[src/rtl/hfs_pkg.sv]
// Shared types and constants for the frame sync / channel extract block.
// No dependencies.
package hfs_pkg;

  localparam int unsigned BLOCK_WORDS  = 11090;
  localparam int unsigned NUM_CHANNELS = 5;
  localparam int unsigned SCAN_WIDTH   = 2048;
  localparam int unsigned IMAGE_START  = 750;
  localparam int unsigned SYNC_LEN     = 6;
  localparam int unsigned IMAGE_END    = IMAGE_START + NUM_CHANNELS * SCAN_WIDTH;

  localparam int unsigned WORD_W  = 16;
  localparam int unsigned GAIN_W  = 8;
  localparam int unsigned CHAN_W  = 3;
  localparam int unsigned MATCH_W = 3;
  localparam int unsigned POS_W   = 14;
  localparam int unsigned PIX_W   = 11;
  localparam int unsigned LINE_W  = 16;
  localparam int unsigned CFG_IDX_W = 2;
  localparam int unsigned PROD_W  = WORD_W + GAIN_W;

  typedef logic [WORD_W-1:0]  word_t;
  typedef logic [GAIN_W-1:0]  gain_t;
  typedef logic [CHAN_W-1:0]  chan_t;
  typedef logic [MATCH_W-1:0] match_t;
  typedef logic [POS_W-1:0]   pos_t;
  typedef logic [PIX_W-1:0]   pix_t;
  typedef logic [LINE_W-1:0]  line_t;

  // configuration register indexes
  localparam logic [CFG_IDX_W-1:0] CFG_CHANNEL_SELECT = 2'd0;
  localparam logic [CFG_IDX_W-1:0] CFG_PIXEL_GAIN     = 2'd1;

  localparam chan_t CHANNEL_SELECT_RST = 3'd1;
  localparam gain_t PIXEL_GAIN_RST     = 8'd60;

  // result kinds
  localparam logic KIND_PIXEL = 1'b0;
  localparam logic KIND_SYNC  = 1'b1;

  localparam word_t SYNC_WORDS [8] = '{
    16'h0284, 16'h016F, 16'h035C, 16'h019D,
    16'h020F, 16'h0095, 16'h0000, 16'h0000
  };

  typedef struct packed {
    logic  kind;
    word_t value;
    pix_t  index;
    line_t line;
    logic  last;
  } result_t;

endpackage

[src/rtl/hfs_sync_match.sv]
// Frame sync pattern matcher: tracks how many sync words matched in a row.
// Depends on hfs_pkg.
module hfs_sync_match
  import hfs_pkg::*;
(
  input  logic  clk,
  input  logic  rst_n,
  input  logic  step,
  input  word_t word,
  output logic  detect
);

  match_t matched_r;
  match_t matched_nxt;
  match_t count;

  always_comb begin
    if (word == SYNC_WORDS[matched_r]) begin
      count = matched_r + match_t'(1);
    end else if (word == SYNC_WORDS[0]) begin
      // a slip onto the first sync word restarts the match at one
      count = match_t'(1);
    end else begin
      count = '0;
    end
    detect      = ({1'b0, count} >= (MATCH_W+1)'(SYNC_LEN));
    matched_nxt = detect ? '0 : count;
  end

  always_ff @(posedge clk) begin
    if (!rst_n) begin
      matched_r <= '0;
    end else if (step) begin
      matched_r <= matched_nxt;
    end
  end

endmodule

[src/rtl/hfs_pixel_scale.sv]
// Pixel gain: word times gain, saturated to the word width.
// Depends on hfs_pkg.
module hfs_pixel_scale
  import hfs_pkg::*;
(
  input  word_t word,
  input  gain_t gain,
  output word_t value
);

  logic [PROD_W-1:0] prod;

  always_comb begin
    prod  = PROD_W'(word) * PROD_W'(gain);
    value = (prod[PROD_W-1:WORD_W] != '0) ? '1 : prod[WORD_W-1:0];
  end

endmodule

[src/rtl/hrpt_frame_sync_channel_extract.sv]
// Frame sync detection and image channel extraction, top level.
// Depends on hfs_pkg, hfs_sync_match and hfs_pixel_scale.
//
// One 16-bit telemetry word is taken per clock; each word passes an input
// register, the combinational match/count logic and a result register; the
// sustained rate is one word per cycle as long as out_ready stays high. A
// result with result_kind 1 marks a frame sync detection; pixel results
// appear only after the first sync, for words of the selected channel in
// the image section. Configuration writes are taken every cycle (cfg_ready
// is high) and must only occur while the block holds no pending word or
// result.
module hrpt_frame_sync_channel_extract
  import hfs_pkg::*;
(
  input  logic                 clk,
  input  logic                 rst_n,
  input  logic                 in_valid,
  output logic                 in_ready,
  input  word_t                in_data_word,
  output logic                 out_valid,
  input  logic                 out_ready,
  output logic                 out_result_kind,
  output word_t                out_pixel_value,
  output pix_t                 out_pixel_index,
  output line_t                out_line_number,
  output logic                 out_last_in_line,
  input  logic                 cfg_valid,
  output logic                 cfg_ready,
  input  logic [CFG_IDX_W-1:0] cfg_index,
  input  logic [7:0]           cfg_data
);

  chan_t   channel_select_r;
  gain_t   pixel_gain_r;

  logic    in_valid_r;
  word_t   word_r;

  logic    locked_r,  locked_nxt;
  pos_t    pos_r,     pos_nxt;
  chan_t   phase_r,   phase_nxt;
  pix_t    pix_r,     pix_nxt;
  line_t   frame_r,   frame_nxt;

  logic    out_valid_r, out_valid_nxt;
  result_t res_r, res_nxt;

  logic    advance;
  logic    fire;
  logic    detect;
  logic    hit;
  logic    in_image;
  chan_t   phase_base;
  pix_t    pix_base;
  word_t   scaled;
  logic [POS_W:0] pos_inc;

  assign cfg_ready = 1'b1;
  assign advance   = !out_valid_r || out_ready;
  assign fire      = in_valid_r && advance;
  assign in_ready  = !in_valid_r || advance;

  hfs_sync_match u_match (
    .clk    (clk),
    .rst_n  (rst_n),
    .step   (fire),
    .word   (word_r),
    .detect (detect)
  );

  hfs_pixel_scale u_scale (
    .word  (word_r),
    .gain  (pixel_gain_r),
    .value (scaled)
  );

  always_comb begin
    phase_base = (pos_r == POS_W'(IMAGE_START)) ? '0 : phase_r;
    pix_base   = (pos_r == POS_W'(IMAGE_START)) ? '0 : pix_r;
    in_image   = ({1'b0, pos_r} >= (POS_W+1)'(IMAGE_START)) &&
                 ({1'b0, pos_r} <  (POS_W+1)'(IMAGE_END));
    hit        = in_image && ({1'b0, phase_base} + 4'd1 == {1'b0, channel_select_r});
    pos_inc    = {1'b0, pos_r} + (POS_W+1)'(1);

    locked_nxt = locked_r;
    pos_nxt    = pos_r;
    phase_nxt  = phase_r;
    pix_nxt    = pix_r;
    frame_nxt  = frame_r;
    out_valid_nxt = out_ready ? 1'b0 : out_valid_r;
    res_nxt    = res_r;

    if (fire) begin
      out_valid_nxt = 1'b0;
      if (detect) begin
        frame_nxt  = (frame_r != '1) ? frame_r + line_t'(1) : frame_r;
        locked_nxt = 1'b1;
        pos_nxt    = (SYNC_LEN >= BLOCK_WORDS) ? '0 : POS_W'(SYNC_LEN);
        phase_nxt  = '0;
        pix_nxt    = '0;
        out_valid_nxt = 1'b1;
        res_nxt    = '{kind: KIND_SYNC, value: '0, index: '0,
                       line: frame_nxt, last: 1'b0};
      end else if (locked_r) begin
        phase_nxt = phase_base;
        pix_nxt   = pix_base;
        if (in_image) begin
          if (hit) begin
            out_valid_nxt = 1'b1;
            res_nxt = '{kind: KIND_PIXEL, value: scaled, index: pix_base,
                        line: frame_r,
                        last: (pix_base == PIX_W'(SCAN_WIDTH - 1))};
          end
          if ({1'b0, phase_base} + 4'd1 >= 4'(NUM_CHANNELS)) begin
            phase_nxt = '0;
            pix_nxt   = pix_base + pix_t'(1);
          end else begin
            phase_nxt = phase_base + chan_t'(1);
          end
        end
        pos_nxt = (pos_inc >= (POS_W+1)'(BLOCK_WORDS)) ? '0 : pos_inc[POS_W-1:0];
      end
    end
  end

  always_ff @(posedge clk) begin
    if (!rst_n) begin
      channel_select_r <= CHANNEL_SELECT_RST;
      pixel_gain_r     <= PIXEL_GAIN_RST;
      in_valid_r       <= 1'b0;
      locked_r         <= 1'b0;
      pos_r            <= '0;
      phase_r          <= '0;
      pix_r            <= '0;
      frame_r          <= '0;
      out_valid_r      <= 1'b0;
    end else begin
      if (cfg_valid && cfg_ready) begin
        case (cfg_index)
          CFG_CHANNEL_SELECT: channel_select_r <= cfg_data[CHAN_W-1:0];
          CFG_PIXEL_GAIN:     pixel_gain_r     <= cfg_data[GAIN_W-1:0];
          default: ;
        endcase
      end
      if (in_ready) begin
        in_valid_r <= in_valid;
      end
      locked_r    <= locked_nxt;
      pos_r       <= pos_nxt;
      phase_r     <= phase_nxt;
      pix_r       <= pix_nxt;
      frame_r     <= frame_nxt;
      out_valid_r <= out_valid_nxt;
    end
  end

  always_ff @(posedge clk) begin
    if (in_valid && in_ready) begin
      word_r <= in_data_word;
    end
    res_r <= res_nxt;
  end

  assign out_valid        = out_valid_r;
  assign out_result_kind  = res_r.kind;
  assign out_pixel_value  = res_r.value;
  assign out_pixel_index  = res_r.index;
  assign out_line_number  = res_r.line;
  assign out_last_in_line = res_r.last;

endmodule

[config.mk]
export PLATFORM = sky130hd
export DESIGN_NAME = hrpt_frame_sync_channel_extract
export DESIGN_NICKNAME = d
export VERILOG_FILES = /design/src/rtl/hfs_pkg.sv /design/src/rtl/hfs_sync_match.sv /design/src/rtl/hfs_pixel_scale.sv /design/src/rtl/hrpt_frame_sync_channel_extract.sv
export SDC_FILE = /design/constraint.sdc
export NUM_CORES = 1
export LEC_CHECK = 0
export BUFFER_PORTS_ARGS = -buffer_cell sky130_fd_sc_hd__buf_2
export CAP_MARGIN = 20
export CORE_AREA = 2 2 133 167
export DETAILED_ROUTE_END_ITERATION = 12
export DIE_AREA = 0 0 135 169
export PLACE_DENSITY = 0.7
export RECOVER_POWER = 50
export SLEW_MARGIN = 10
export SYNTH_ARGS = -nofsm -noshare
export SYNTH_HDL_FRONTEND = slang
export SYNTH_SLANG_ARGS = --single-unit
[constraint.sdc]
create_clock -name clk -period 5.4 [get_ports clk]
set_clock_uncertainty 0.2 [all_clocks]
set_input_delay 0.27 -clock clk [delete_from_list [all_inputs] [get_ports clk]]
set_output_delay 0.27 -clock clk [all_outputs]
set_load 0.03 [all_outputs]
### After elaboration in Yosys (flattened, before gate mapping)

Memories as Yosys holds them, arrays and structs flattened.
Cells that the tools add are included.

| word-level totals | value |
|---|---|
| bits in read-only memories | 128 |
| output and inout port bits | 48 |
| input bits | 31 |
| memories kept | 1 |
| register bits after elaboration | 122 |
| logic and storage cells | 87 |

Memory list:

| name | words | width | rd ports | clocked after memory_dff | wr ports | RTL line | text |
|---|---|---|---|---|---|---|---|
| (no name shown) | 8 | 16 | 1 | 0 | 0 | hfs_sync_match.sv:18 | `if (word == SYNC_WORDS[matched_r]) begin` |

| operators by class | value |
|---|---|
| bitwise gates (word level) | 1 |
| muxes and demuxes | 30 |
| eq/ne operators | 7 |
| $add $sub $neg | 6 |
| $mul | 1 |
| order comparisons | 6 |
| reduce and logical (&&, ||, !) cells | 19 |

Operators by type and width:

| operator | number |
|---|---|
| $mux W45 | 3 |
| $mux W16 | 4 |
| $mux W11 | 5 |
| $mux W14 | 3 |
| $mul A16 B8 Y24 | 1 |
| $mux W3 | 7 |
| $mux W17 | 1 |
| $add A16 B1 Y16 const B | 1 |
| $eq A16 B10 Y1 const B | 1 |
| $eq A16 B16 Y1 | 1 |
| $ne A16 B16 Y1 const B | 1 |
| $add A14 B1 Y15 const B | 1 |
| $ge A15 B14 Y1 const B | 1 |
| $eq A14 B10 Y1 const B | 1 |
| $ge A14 B10 Y1 const B | 1 |
| $lt A14 B14 Y1 const B | 1 |
| $add A11 B1 Y11 const B | 1 |
| $eq A11 B11 Y1 const B | 1 |
| $reduce_and A2 Y1 | 4 |
| $reduce_bool A2 Y1 | 4 |
| $reduce_bool A8 Y1 | 1 |
| $mux W1 | 7 |
| $add A3 B1 Y3 const B | 2 |
| $add A3 B1 Y4 const B | 1 |
| 11 further kinds | 16 |

### Logic depth before layout (Yosys ltp)

| depth | value |
|---|---|
| depth after elaboration | 10 |
| mapped depth | 21 |
| gate-level depth less buffers | 18 |

### Modules after synthesis

From an unflattened synthesis, not the netlist that was laid out.

| unflattened totals | value |
|---|---|
| cell total of the unflattened synthesis | 1156 |
| area total of the unflattened synthesis | 10807.9 sq um |

By module, submodules not included:

| module | cells each | instances | area each (sq um) |
|---|---|---|---|
| hrpt_frame_sync_channel_extract | 554 | 1 | 5696.7 |
| hfs_pixel_scale | 530 | 1 | 4546.9 |
| hfs_sync_match | 72 | 1 | 564.3 |

### Least setup slack after synthesis

Ideal clock, no wire load.

| timing | value |
|---|---|
| path kind | register -> register |
| start | register pixel_gain_r[7] |
| end | register res_r, in the netlist out_pixel_value[10] (data pin) |
| library setup time | 0.270 ns |
| path slack | -0.141 ns |
| data arrival time | 5.071 ns |
| period minus slack after synthesis | 5.541 ns |
| required time | 4.930 ns |
| stages on the path, launching flop included | 21 |
| cells stage by stage | dfxtp_1 > clkbuf_1 > nand2_1 > fa_1 > fa_1 > inv_1 > fa_1 > inv_1 > fa_1 > inv_1 > ha_1 > clkbuf_2 > o21a_1 > and3_1 > a31oi_1 > a21oi_1 > a211o_1 > a21oi_1 > xor2_1 > buf_4 > a31oi_1 |

| between the ends | value |
|---|---|
| word-level cells in the longest chain between the ends | 6 |

RTL lines:

| element | RTL line | text |
|---|---|---|
| start, declared | hrpt_frame_sync_channel_extract.sv:34 | `gain_t pixel_gain_r;` |
| start signal, assigned | hrpt_frame_sync_channel_extract.sv:141 | `CFG_PIXEL_GAIN: pixel_gain_r <= cfg_data[GAIN_W-1:0];` |
| $mul A16 B8 Y24 (*) | hfs_pixel_scale.sv:14 | `prod = PROD_W'(word) * PROD_W'(gain);` |
| $reduce_bool A8 Y1 | hfs_pixel_scale.sv:15 | `value = (prod[PROD_W-1:WORD_W] != '0) ? '1 : prod[WORD_W-1:0];` |
| $mux W16 (*) | hfs_pixel_scale.sv:15 |  |
| $mux W45 (*) | hrpt_frame_sync_channel_extract.sv:108 | `if (hit) begin` |
| $mux W45 (*) | hrpt_frame_sync_channel_extract.sv:107 | `if (in_image) begin` |
| $mux W45 (*) | hrpt_frame_sync_channel_extract.sv:104 | `end else if (locked_r) begin` |
| end signal, assigned | hrpt_frame_sync_channel_extract.sv:161 | `res_r <= res_nxt;` |
| end, declared | hrpt_frame_sync_channel_extract.sv:46 | `result_t res_r, res_nxt;` |

Every way passes the cells marked *; elsewhere a longest branch is shown, timed or not. The select of a mux whose other input is x is not followed.
A chain may end at the register's enable or synchronous reset.

### Final worst setup path

| timing | value |
|---|---|
| start | register word_r[7] |
| end | register res_r, in the netlist out_pixel_value[7] (data pin) |

| between the ends | value |
|---|---|
| word-level cells in the longest chain between the ends | 6 |
| elaborated cells on any way between the ends | 11 |
| those cells by class | mul (1); order compare (1); eq/ne (2); mux (6); reduce/logical (1) |

RTL lines:

| element | RTL line | text |
|---|---|---|
| start, declared | hrpt_frame_sync_channel_extract.sv:37 | `word_t word_r;` |
| start signal, assigned | hrpt_frame_sync_channel_extract.sv:159 | `word_r <= in_data_word;` |
| $mul A16 B8 Y24 | hfs_pixel_scale.sv:14 |  |
| $reduce_bool A8 Y1 | hfs_pixel_scale.sv:15 |  |
| $mux W16 | hfs_pixel_scale.sv:15 |  |
| $mux W45 | hrpt_frame_sync_channel_extract.sv:108 |  |
| $mux W45 | hrpt_frame_sync_channel_extract.sv:107 |  |
| $mux W45 | hrpt_frame_sync_channel_extract.sv:104 |  |

Several ways; a longest one is shown, not always the timed one. The select of a mux whose other input is x is not followed.

==> impl_metrics.yaml <==
grt:
  grt_pass1_vias: 9108
  overflow: 0
  grt_max_degree: 46
  grt_pass1_wl_mm: 43.86
  grt_usage_pct: 23.86
  antenna_found_initial: 0
clocking:
  cts_max_path_buffers: 2
  cts_tree: "yes"
  cts.htree.levels: 4
  clk_pin_slew_ns: 0.06
  cts_sinks: 122
  clk-insertion-delay-late_ns: 0.42
  cts_buffers: 17
  ctsRootBufferMaster: "clkbuf_16"
timing:
  setup_viol: 0
  worst_pin_slew_ns: 1.450
  hold_viol_final: 0
  finalMaxSlewViolations: 0
  relSlewSlack_pct: 0.8442
  rsz0062_at_grt: "true"
  period_share_pct: 99.39
  fmax_mhz: 186.3
  fin_crit_ns: 5.367
  setup_ws_ns: 0.03283
die:
  fp.dieH_microns: 169
  dieArea_sq_um: 22820
  initial_core_util_pct: 49.14
  core_sq_um: 21320
  die_w_microns: 135
  ios: 79
  core.rowCount: 60
layout:
  drive_gt1_share_pct: 18.37
  post-route-util_pct: 60.12
  area_growth_pct: 22.35
  nFillCells: 1832
  fin_cells: 1607
  diodes: 0
  fin_nets: 1485
flow_run:
  cap_violations: 1
power:
  p_leak_nw: 5.410
  p_per_area_nw_per_um2: 454.8
  finalPower_w: 0.005829
  ir_drop_mv: 0.3223
placed_design:
  port-buffer-count: 77
  place_ws_ns: -0.2762
  gp_congestion: 0.9111
  dp_cells: 1534
  post-dp-hpwl_mm: 20.25
yosys:
  ys_seq_area_share_pct: 29.14
  async_flop_share_pct: 0
  ys.flop_type: "edfxtp_1"
  yosys.area_share.adder_pct: 22.62
  synth_simple_gate_area_share_pct: 23.37
  netlist_area_sq_um: 10480
  netlist_instances: 1153
  synth_edf_count: 61
  synthTopCellsByArea: "edfxtp_1, fa_1, dfxtp_1"
  avgSynthCellArea_sq_um: 9.086
  synthXorXnorAreaFrac_pct: 3.595
  netlist.area_leader.share_pct: 17.48
  synth.distinct_cells: 82
  yosysWarnings: 0
  yosys.area.top_type: "edfxtp_1"
  synth_compound_area_share_pct: 12.35
  synth_top_family_by_area: "simple AND/OR/NAND/NOR gates"
  synth_mux_area_share_pct: 1.851
  syn-num-nets: 1323
  synth_seq_cells: 122
detailed_routing:
  drc_errors: 0
  viasPerCell: 5.536
  postRouteAntennaNets: 0
  first_iter_violations: 445
  vias: 8897
  wire_per_inst_microns: 16.48
  drt_first_pass_iters: 5
  drt-total-wl_mm: 26.49
worst_hold_path:
  hold_path_class: "in2reg"
setup_path:
  crit_type: "reg2reg"
  required_ns: 5.35
  startpoint_type: "flip-flop"
  cp_data_arrival_time_ns: 5.32
  critPathCaptureType: "flip-flop"
  crit_fanout: 6
run_status:
  violations: "max-capacitance violations"
  outcome: "finished with violations"
## cells in the mapped netlist, types with 3 or more instances
library cell and count:
inv_1 113, and2_1 107, nand2_1 102, fa_1 84
nor2_1 69, dfxtp_1 61, edfxtp_1 61, ha_1 55
a21oi_1 53, nand3_1 39, clkbuf_1 36, a31oi_1 35
o21ai_0 31, nor3_1 23, xor2_1 23, nand4_1 21
xnor2_1 20, and3_1 19, buf_2 18, mux2i_1 16
or3_1 14, o21a_1 12, a21o_1 8, nor4_1 8
clkbuf_2 7, nand2b_1 7, nor2b_1 7, nor3b_1 7
a41oi_1 5, and4_1 5, buf_4 5, o211ai_1 5
a211oi_1 4, a22oi_1 3, and4b_1 3, mux2_2 3
nand4b_1 3, o221ai_1 3, o31ai_1 3
## logic make-up (layout without fill, tap and decap cells)
kind of cell | count (synthesis) | after routing
compound gates | 195 | 195
xor+xnor | 43 | 43
fa+ha+maj | 139 | 139
buf+inv | 181 | 356
flops | 122 | 122
mux | 19 | 19
other cells | 1 | 1
simple gates | 453 | 453
## final cells by class
type	instances	area, sq um	share of cell area (%)
repair buffers	211	1426	11.13
well taps	279	349.1	2.724
inverters	113	424.2	3.309
clock inverters	11	121.4	0.9469
flip-flops and latches	122	3068	23.94
multi-input cells	850	6988	54.52
clock buffers	21	440.4	3.436
## timing repair
item                       CTS  global route
hold buffers                26             0
resized for setup           37            43
pin swaps                   21            26
hold endpoints to repair    29             0
buffers inserted             9             5
cloned                       1             0
setup endpoints to repair   16            16
## registers in the layout, summed over array words and instances, names as in the netlist
| name | cells |
|---|---|
| frame_r | 16 |
| out_line_number | 16 |
| out_pixel_value | 16 |
| word_r | 16 |
| pos_r | 14 |
| out_pixel_index | 11 |
| pix_r | 11 |
| pixel_gain_r | 8 |
| channel_select_r | 3 |
| phase_r | 3 |
| u_match.matched_r | 3 |
| in_valid_r | 1 |
| locked_r | 1 |
| out_last_in_line | 1 |
| out_result_kind | 1 |
| out_valid | 1 |
## critical path: stages (launching register included)
cell and delay (ns):
edfxtp_1 0.47, buf_4 0.18, and2_4 0.13, fa_1 0.48, fa_1 0.51, fa_1 0.49
inv_1 0.05, fa_1 0.52, inv_1 0.06, ha_4 0.28, and4_1 0.19, o21a_1 0.16
nor3_2 0.07, o41ai_4 0.36, a211o_1 0.19, nand4_1 0.18, nor3_2 0.29, buf_4 0.20
a31oi_1 0.09
## path summary, 6_finish.rpt
kind | start | to | slack [ns] | cells past startpoint
max | word_r[7]$_DFFE_PP_ | out_pixel_value[7]$_SDFFCE_PN0P_ | 0.03 | 18
max reg2reg | word_r[7]$_DFFE_PP_ | out_pixel_value[7]$_SDFFCE_PN0P_ | 0.03 | 18
min reg2reg | pix_r[10]$_SDFFE_PN0P_ | pix_r[10]$_SDFFE_PN0P_ | 0.24 | 1
min | cfg_index[0] | channel_select_r[0]$_SDFFE_PN1P_ | 0.08 | 4
## cell usage in the layout, fill, tap and decap left out, drive strengths merged, types with 26 or more instances in the layout
master and n:
a21oi 54, a31oi 35, and2 107, buf 132
clkbuf 74, dfxtp 61, dlygate4sd3 26, edfxtp 61
fa 84, ha 55, inv 116, nand2 103
nand3 40, nor2 70, o21ai 33
## metrics by stage
stage	setup TNS [ns]	hold slack, ns	cell area (sq um)
floorplan	0	0.1689	10500
finish	0	0.07581	12820
detailed placement	-3.190	0.2315	11640
CTS	0	0.01477	12700
global placement	-1.711	0.2275	11630
global route	-2.193	0.08236	12820
## where the power goes
part	internal, W	switching [W]	total [W]
clock network	0.000679	0.000412	0.00109
logic	0.00183	0.00188	0.00372
registers	0.00100	0.0000208	0.00102
total	0.00351	0.00232	0.00583
## metal layers
layer,track usage (%),share of wire [%],vias to the layer above
met2,42.18,51,234
li1,-,-,4300
met5,0,0,-
met4,10.96,3.9,0
met1,28.81,41,4296
met3,3.115,3.8,67
No activity file was read; power rests on OpenSTA's default activity.
